===== config.mk =====
export PLATFORM = sky130hd
export DESIGN_NAME = ordered_list_insert_delete_find
export DESIGN_NICKNAME = d
export VERILOG_FILES = /design/src/hw/rtl/olist_pkg.sv /design/src/hw/rtl/olist_cell.sv /design/src/hw/rtl/ordered_list_insert_delete_find.sv
export SDC_FILE = /design/constraint.sdc
export NUM_CORES = 2
export LEC_CHECK = 0
export ABC_AREA = 0
export BUFFER_PORTS_ARGS = -buffer_cell sky130_fd_sc_hd__buf_2
export CAP_MARGIN = 20
export CORE_ASPECT_RATIO = 1.2
export CORE_MARGIN = 4
export CORE_UTILIZATION = 65
export DETAILED_ROUTE_END_ITERATION = 12
export GPL_ROUTABILITY_DRIVEN = 0
export PLACE_DENSITY = 0.83
export SYNTH_ARGS = -nofsm -noshare
export SYNTH_HDL_FRONTEND = slang
export SYNTH_HIERARCHICAL = 1
export SYNTH_SLANG_ARGS = --single-unit

===== constraint.sdc =====
create_clock -name clk -period 13.8 [get_ports clk]
set_clock_uncertainty 0.15 [all_clocks]
set_input_delay 0 -clock clk [delete_from_list [all_inputs] [get_ports clk]]
set_output_delay 0 -clock clk [all_outputs]
set_load 0.1 [all_outputs]

===== src/hw/rtl/olist_pkg.sv =====
package olist_pkg;

  // List geometry.
  localparam int DEPTH = 16;
  localparam int VAL_W = 32;
  localparam int IDX_W = $clog2(DEPTH);
  localparam int CNT_W = $clog2(DEPTH + 1);

  // Field widths of the request and result words.
  localparam int OP_W  = 3;
  localparam int POS_W = 5;
  localparam int ST_W  = 2;
  localparam int FI_W  = 4;
  localparam int EC_W  = 5;

  // Operation codes.
  localparam logic [OP_W-1:0] OP_INSERT = 3'd0;
  localparam logic [OP_W-1:0] OP_APPEND = 3'd1;
  localparam logic [OP_W-1:0] OP_DELETE = 3'd2;
  localparam logic [OP_W-1:0] OP_READ   = 3'd3;
  localparam logic [OP_W-1:0] OP_FIND   = 3'd4;
  localparam logic [OP_W-1:0] OP_REMOVE = 3'd5;

  // Status codes.
  localparam logic [ST_W-1:0] ST_OK        = 2'd0;
  localparam logic [ST_W-1:0] ST_BAD_POS   = 2'd1;
  localparam logic [ST_W-1:0] ST_FULL      = 2'd2;
  localparam logic [ST_W-1:0] ST_NOT_FOUND = 2'd3;

  // Command broadcast to every cell of the chain.
  typedef struct packed {
    logic             en;
    logic             ins;
    logic             del;
    logic [IDX_W-1:0] pos;
    logic [CNT_W-1:0] count;
    logic [VAL_W-1:0] value;
  } cell_cmd_t;

endpackage


===== src/hw/rtl/olist_cell.sv =====
module olist_cell (
  input  logic                           clk,
  input  olist_pkg::cell_cmd_t           cmd,
  input  logic [olist_pkg::IDX_W-1:0]    index,
  input  logic [olist_pkg::VAL_W-1:0]    lower_data,
  input  logic [olist_pkg::VAL_W-1:0]    upper_data,
  input  logic                           match_in,
  output logic [olist_pkg::VAL_W-1:0]    data,
  output logic                           match_out,
  output logic                           first
);
  import olist_pkg::*;

  logic live;
  logic hit;

  // This cell holds a valid entry when its place is below the count.
  assign live = CNT_W'(index) < cmd.count;
  assign hit  = live && (data == cmd.value);

  // The match chain tells each cell whether a lower cell already matched.
  assign match_out = match_in | hit;
  assign first     = hit & ~match_in;

  // Insert moves entries up from the lower neighbor; delete pulls them down.
  always_ff @(posedge clk) begin
    if (cmd.en) begin
      if (cmd.ins) begin
        if (index == cmd.pos) begin
          data <= cmd.value;
        end else if (index > cmd.pos) begin
          data <= lower_data;
        end
      end else if (cmd.del && index >= cmd.pos) begin
        data <= upper_data;
      end
    end
  end

endmodule


===== src/hw/rtl/ordered_list_insert_delete_find.sv =====
// A result word is registered, valid in the cycle after its request word is accepted.
// Throughput: one request word per cycle while the result side does not stall;
// every cell compares and shifts at once. Reset clears the entry count and the
// result valid flag; entry contents stay undefined until written, and no
// clearing pass is run.
module ordered_list_insert_delete_find (
  input  logic                          clk,
  input  logic                          rst,
  input  logic                          in_valid,
  output logic                          in_stall,
  input  logic [olist_pkg::OP_W-1:0]    op,
  input  logic [olist_pkg::POS_W-1:0]   position,
  input  logic [olist_pkg::VAL_W-1:0]   value,
  output logic                          out_valid,
  input  logic                          out_stall,
  output logic [olist_pkg::ST_W-1:0]    status,
  output logic [olist_pkg::VAL_W-1:0]   read_value,
  output logic [olist_pkg::FI_W-1:0]    found_index,
  output logic [olist_pkg::EC_W-1:0]    entry_count
);
  import olist_pkg::*;

  logic                 in_acc;
  logic [CNT_W-1:0]     used_count;
  logic [CNT_W-1:0]     used_count_next;
  logic [VAL_W-1:0]     cell_data [DEPTH];
  logic [DEPTH:0]       match_chain;
  logic [DEPTH-1:0]     first_vec;
  logic [IDX_W-1:0]     found_idx;
  cell_cmd_t            cmd;
  logic [ST_W-1:0]      st;
  logic [VAL_W-1:0]     rd;
  logic [IDX_W-1:0]     idx;
  logic                 do_ins;
  logic                 do_del;
  logic [IDX_W-1:0]     ins_pos;
  logic [IDX_W-1:0]     del_pos;
  logic                 pos_gt_cnt;
  logic                 pos_ge_cnt;

  // A new word is taken unless a finished result is held up.
  assign in_stall = out_valid && out_stall;
  assign in_acc   = in_valid && !in_stall;

  // Range checks of the requested position against the count.
  assign pos_gt_cnt = 32'(position) > 32'(used_count);
  assign pos_ge_cnt = 32'(position) >= 32'(used_count);

  // Encode the one-hot first match into an index.
  always_comb begin
    found_idx = '0;
    for (int i = 0; i < DEPTH; i++) begin
      if (first_vec[i]) begin
        found_idx = found_idx | IDX_W'(i);
      end
    end
  end

  // Decode the request into a cell command and a result.
  always_comb begin
    st      = ST_OK;
    rd      = '0;
    idx     = '0;
    do_ins  = 1'b0;
    do_del  = 1'b0;
    ins_pos = position[IDX_W-1:0];
    del_pos = position[IDX_W-1:0];
    case (op)
      OP_INSERT, OP_APPEND: begin
        if (op == OP_APPEND) begin
          ins_pos = used_count[IDX_W-1:0];
        end
        if (op == OP_INSERT && pos_gt_cnt) begin
          st = ST_BAD_POS;
        end else if (32'(used_count) >= DEPTH) begin
          st = ST_FULL;
        end else begin
          do_ins = 1'b1;
        end
      end
      OP_DELETE: begin
        if (pos_ge_cnt) begin
          st = ST_BAD_POS;
        end else begin
          do_del = 1'b1;
        end
      end
      OP_READ: begin
        if (pos_ge_cnt) begin
          st = ST_BAD_POS;
        end else begin
          rd = cell_data[position[IDX_W-1:0]];
        end
      end
      OP_FIND, OP_REMOVE: begin
        if (!match_chain[DEPTH]) begin
          st = ST_NOT_FOUND;
        end else begin
          idx = found_idx;
          if (op == OP_REMOVE) begin
            do_del  = 1'b1;
            del_pos = found_idx;
          end
        end
      end
      default: begin
        st = ST_OK;
      end
    endcase
  end

  assign cmd.en    = in_acc;
  assign cmd.ins   = do_ins;
  assign cmd.del   = do_del;
  assign cmd.pos   = do_ins ? ins_pos : del_pos;
  assign cmd.count = used_count;
  assign cmd.value = value;

  // Count after the request.
  always_comb begin
    used_count_next = used_count;
    if (do_ins) begin
      used_count_next = used_count + CNT_W'(1);
    end else if (do_del) begin
      used_count_next = used_count - CNT_W'(1);
    end
  end

  // The chain of cells, each handing its entry to both neighbors.
  assign match_chain[0] = 1'b0;
  for (genvar g = 0; g < DEPTH; g++) begin : g_cell
    logic [VAL_W-1:0] lower_d;
    logic [VAL_W-1:0] upper_d;
    if (g == 0) begin : g_lo_end
      assign lower_d = '0;
    end else begin : g_lo
      assign lower_d = cell_data[g-1];
    end
    if (g == DEPTH - 1) begin : g_hi_end
      assign upper_d = '0;
    end else begin : g_hi
      assign upper_d = cell_data[g+1];
    end
    olist_cell u_cell (
      .clk        (clk),
      .cmd        (cmd),
      .index      (IDX_W'(g)),
      .lower_data (lower_d),
      .upper_data (upper_d),
      .match_in   (match_chain[g]),
      .data       (cell_data[g]),
      .match_out  (match_chain[g+1]),
      .first      (first_vec[g])
    );
  end

  // Count and result register.
  always_ff @(posedge clk) begin
    if (rst) begin
      used_count <= '0;
      out_valid  <= 1'b0;
    end else begin
      if (in_acc) begin
        used_count  <= used_count_next;
        out_valid   <= 1'b1;
        status      <= st;
        read_value  <= rd;
        found_index <= FI_W'(idx);
        entry_count <= EC_W'(used_count_next);
      end else if (!out_stall) begin
        out_valid <= 1'b0;
      end
    end
  end

`ifndef ASSERT_OFF
  // The count never goes past the capacity.
  a_count_range: assert property (@(posedge clk) disable iff (rst)
    32'(used_count) <= DEPTH)
    else $error("entry count above capacity");

  // At most one cell reports the first match.
  a_first_onehot: assert property (@(posedge clk) disable iff (rst)
    $onehot0(first_vec))
    else $error("more than one first match");

  // A successful insert grows the list by one.
  a_ins_grow: assert property (@(posedge clk) disable iff (rst)
    in_acc && do_ins |=> used_count == $past(used_count) + CNT_W'(1))
    else $error("insert did not grow the list");

  // A refused request leaves the count alone.
  a_refuse_hold: assert property (@(posedge clk) disable iff (rst)
    in_acc && st != ST_OK |=> used_count == $past(used_count))
    else $error("refused request changed the count");

  // Every accepted word yields a result word next cycle.
  a_result: assert property (@(posedge clk) disable iff (rst)
    in_acc |=> out_valid)
    else $error("result word missing");
`endif

endmodule

## Yosys cells after proc, flatten, opt, wreduce, memory -nomap -nowiden

Index checks and enable logic that the tools add are counted.

- Add/sub/neg operators: 2
- $lt $le $gt $ge: 52
- Eq/ne operators: 53
- Mux-type cells: 104
- Bitwise gates (word level): 48
- Reductions and logical operators: 76

Operators with widths:

| operator | number |
|---|---|
| $mux W32 | 66 |
| $eq A32 B32 Y1 | 16 |
| $bmux W32 S4 | 1 |
| $mux W4 | 14 |
| $ne A3 B1 Y1 const B | 16 |
| $reduce_and A3 Y1 | 16 |
| $lt A4 B5 Y1 const A | 8 |
| $logic_and A1 B1 Y1 | 35 |
| $eq A4 B4 Y1 const A | 8 |
| $ge A4 B4 Y1 const A | 8 |
| $gt A4 B4 Y1 const A | 8 |
| $reduce_bool A2 Y1 | 16 |
| $lt A3 B5 Y1 const A | 4 |
| $not A1 Y1 | 17 |
| $eq A3 B4 Y1 const A | 4 |
| $ge A3 B4 Y1 const A | 4 |
| $gt A3 B4 Y1 const A | 4 |
| $and A1 B1 Y1 | 15 |
| $or A1 B1 Y1 | 15 |
| $mux W3 | 4 |
| $ge A5 B5 Y1 const B | 2 |
| $lt A1 B5 Y1 const A | 2 |
| $lt A2 B5 Y1 const A | 2 |
| $mux W1 | 10 |
| 24 further kinds | 40 |

- Register bits: 561
- Output and inout port bits: 45

## Longest topological paths before layout

- Depth in word-level cells: 27
- Mapped depth: 44
- Depth with buffers taken out: 43

## By module

The synthesis kept the hierarchy.

By module, submodules not included:

| module | instances | cells each | area an instance (um^2) |
|---|---|---|---|
| olist_cell (g_cell[14].u_cell ...) | 11 | 210 | 2173.3 |
| olist_cell (g_cell[0].u_cell ...) | 5 | 210 | 2195.9 |
| ordered_list_insert_delete_find | 1 | 407 | 6208.5 |

## Worst setup path before layout

No wires, ideal clock.

- Kind: reg2reg
- Start: register used_count[1]
- End: register g_cell[0].u_cell/data[0] (netlist name), enable pin
- Arrival time: 7.462 ns
- Slack: 5.756 ns
- Cell stages (with the launch flop): 42
- Cells stage by stage: dfxtp_1 -> inv_1 -> ha_1 -> a21o_1 -> a21oi_1 -> o2111ai_1 -> o21bai_1 -> inv_1 -> o31ai_1 -> inv_1 -> o31ai_1 -> inv_1 -> o31ai_1 -> inv_1 -> o31ai_1 -> inv_1 -> o31ai_1 -> inv_1 -> [6 not listed] -> o31ai_1 -> o21bai_1 -> o21bai_1 -> o21bai_1 -> o21bai_1 -> inv_1 -> o31ai_1 -> inv_1 -> o31ai_1 -> nand3b_1 -> or2_2 -> inv_2 -> nor2_1 -> a221o_1 -> ha_1 -> nand2b_1 -> a41oi_1 -> a21oi_1

RTL lines:

| element | line | text |
|---|---|---|
| from (decl) | ordered_list_insert_delete_find.sv:24 | `logic [CNT_W-1:0] used_count;` |
| from (signal assigned) | ordered_list_insert_delete_find.sv:164 | `used_count <= used_count_next;` |
| to (signal assigned) | olist_cell.sv:30 | `data <= cmd.value;` |
| to (signal assigned) | olist_cell.sv:32 | `data <= lower_data;` |
| to (signal assigned) | olist_cell.sv:35 | `data <= upper_data;` |
| to (decl) | olist_cell.sv:8 | `output logic [olist_pkg::VAL_W-1:0] data,` |

==> out/metrics.yaml <==
layout:
  final_layout_size_suffix_gt1_share_pct: 11.1
  most-common-layout-cells: "sky130_fd_sc_hd__edfxtp_1, sky130_fd_sc_hd__a21oi_1, sky130_fd_sc_hd__nor2_1"
  final-instance-count-excl-fill: 4854
  num-nets-final: 4150
  layout-area-overhead-vs-synth_pct: 9.73
  mostFrequentLayoutCell: "sky130_fd_sc_hd__edfxtp_1"
  post-route-cell-area_um2: 45100
route:
  drt_first_iter_violations: 4595
  via_per_inst: 6.51
  via_count: 31600
  detail-route-antenna-nets: 0
  finalWirelength_mm: 120
  remaining_drc_errors: 0
  drtPass1Iterations: 6
  routedWlPerCell_um: 24.8
pwr:
  p_int_mw: 3.20
  power.density_cell_area_nw_per_um2: 101
  power.static_leakage_nw: 19.4
  pwr-share-comb_pct: 19.9
  pwr-share-clk_pct: 35.6
  power.switching_mw: 1.34
  swShare_pct: 29.5
  pwr-share-seq_pct: 44.5
  peakVddDrop_mv: 0.0890
floorplanning:
  row_count: 100
  core_area_um2: 62300
  die-width_um: 238
  initial_core_util_pct: 65.9
  dieHeight_um: 283
  floorplan.io_pins: 89
  dieArea_um2: 67300
worst_setup_path:
  worst-setup-path-type: "register to register"
  timing.critical_path.slowest_stage_cell: "sky130_fd_sc_hd__dfxtp_1"
  worst_setup_path_startpoint: "used_count[3]"
  cp-start-kind: "register"
  cp.required_ps: 13900
  max_stage_delay_ps: 1040
  r2r-start: "used_count[3]"
  critPathCaptureType: "register"
  worst-path-max-fanout: 32
  critPathArrivalTime_ps: 8970
global_route:
  grt_max_degree: 248
  first_global_vias: 30200
  antenna_found_initial: 13
  globalRouteTotalUtil_pct: 34.6
  globalRouteOverflowTotal: 0
  grt_pass1_wl_mm: 182
logic_synthesis:
  synth.cell_area_um2: 41100
  syn-mean-instance-area_um2: 10.9
  synthesis.yosys.warnings: 6
  syn_inst: 3766
clocking:
  clock_tree.buffer_depth: 3
  clock_latency_ps: 650
  cts_tree: "done"
  tritoncts.num_buffers: 59
  numClockSinks: 561
  cts_setup_buffers: 0
  clock-root-buffer: "sky130_fd_sc_hd__clkbuf_16"
  cts-htree-levels: 2
  clk_pin_slew_ps: 60
worst_hold_path:
  worstHoldPathType: "input pin to register"
  holdCritStartpoint: "value[12]"
sta:
  maxClockFrequency_mhz: 113
  totalNegativeSetupSlack_ps: 0
  period_share_pct: 64.3
  finalWorstPathRequiredPeriod_ps: 8870
  worstMarginPinSlew_ps: 1210
  finalHoldViolCount: 0
  final.setup.worst_slack_ps: 4930
  final-setup-viol-count: 0
  holdWs_ps: 33.5
  rsz0062_at_grt: "no"
  fin_max_slew_vios: 0
  max-slew-margin-rel_pct: 19.2
place:
  detailed_place_hpwl_mm: 83.9
  placed_cells: 4713
  placed_cell_area_um2: 42900
  port-buffer-count: 88
  placement.setup.worst_slack_ps: 5280
job:
  cap_viol_max_count: 0
status:
  run_status: "complete, no violations"
## path summary, 6_finish.rpt
| check | to | slack (ps) | cells past startpoint |
|---|---|---|---|
| hold reg to reg | g_cell[14].u_cell/data[23] | 500 | 2 |
| setup reg to reg | g_cell[10].u_cell/data[5] | 4930 | 38 |
| hold / removal | g_cell[1].u_cell/data[12] | 30 | 3 |
| setup / recovery | g_cell[10].u_cell/data[5] | 4930 | 38 |
## flip-flops by register name (all words and copies together), names as in the netlist
register            flops
g_cell.u_cell/data    512
status                  2
found_index             4
used_count              5
read_value             32
entry_count             5
out_valid               1
## layer usage
layer	vias up	GRT usage, %	wire (um)	share of wire [%]
li1	14200	-	-	-
met3	394	5.77	11800	9.8
met1	15100	47.2	45100	38
met4	4	19.7	8270	6.9
met2	1876	53.0	55100	46
met5	-	0	25	0.021
## metrics by stage
step / utilization (%) / power (mW)
2_1_floorplan: - / 2.65
3_3_place_gp: 68.8 / 2.88
3_5_place_dp: 68.8 / 2.92
4_1_cts: 72.3 / 4.51
5_1_grt: 72.3 / 4.67
6_report: 72.3 / 4.54
## power groups by stage
| stage | logic, mW | registers, mW | clock network (mW) |
|---|---|---|---|
| final | 0.903 | 2.02 | 1.62 |
| after global routing | 0.962 | 2.02 | 1.69 |
| after CTS | 0.879 | 2.01 | 1.62 |
| after detailed placement | 0.866 | 2.05 | 0 |
| after global placement | 0.839 | 2.05 | 0 |
| after floorplan | 0.579 | 2.07 | 0 |
## critical path: cells and delay by family (launching register included)
| kind | cells | cell delay [ps] |
|---|---|---|
| adder cells (fa/ha/maj) | 2 | 810 |
| flip-flops | 1 | 1040 |
| AO/OA/AOI/OAI | 19 | 4430 |
| AND/OR/NAND/NOR | 5 | 1010 |
| buffers and inverters | 12 | 980 |
## cell type report
class	instances	area [um^2]
sequential	561	16800
inverter	154	586
tap	816	1020
fill	4327	17200
multi-input combinational	3040	23600
timing repair buffer	170	1190
clock inverter	27	299
clock buffer	80	1590
antenna	6	15.0
## what timing repair did
action                                  in CTS  in global routing
hold buffers                                26                  0
hold endpoints to repair                   162                  0
endpoints found under the setup margin       0                  0
gates resized for setup                      0                  0
(Power assumes the default switching activity.)
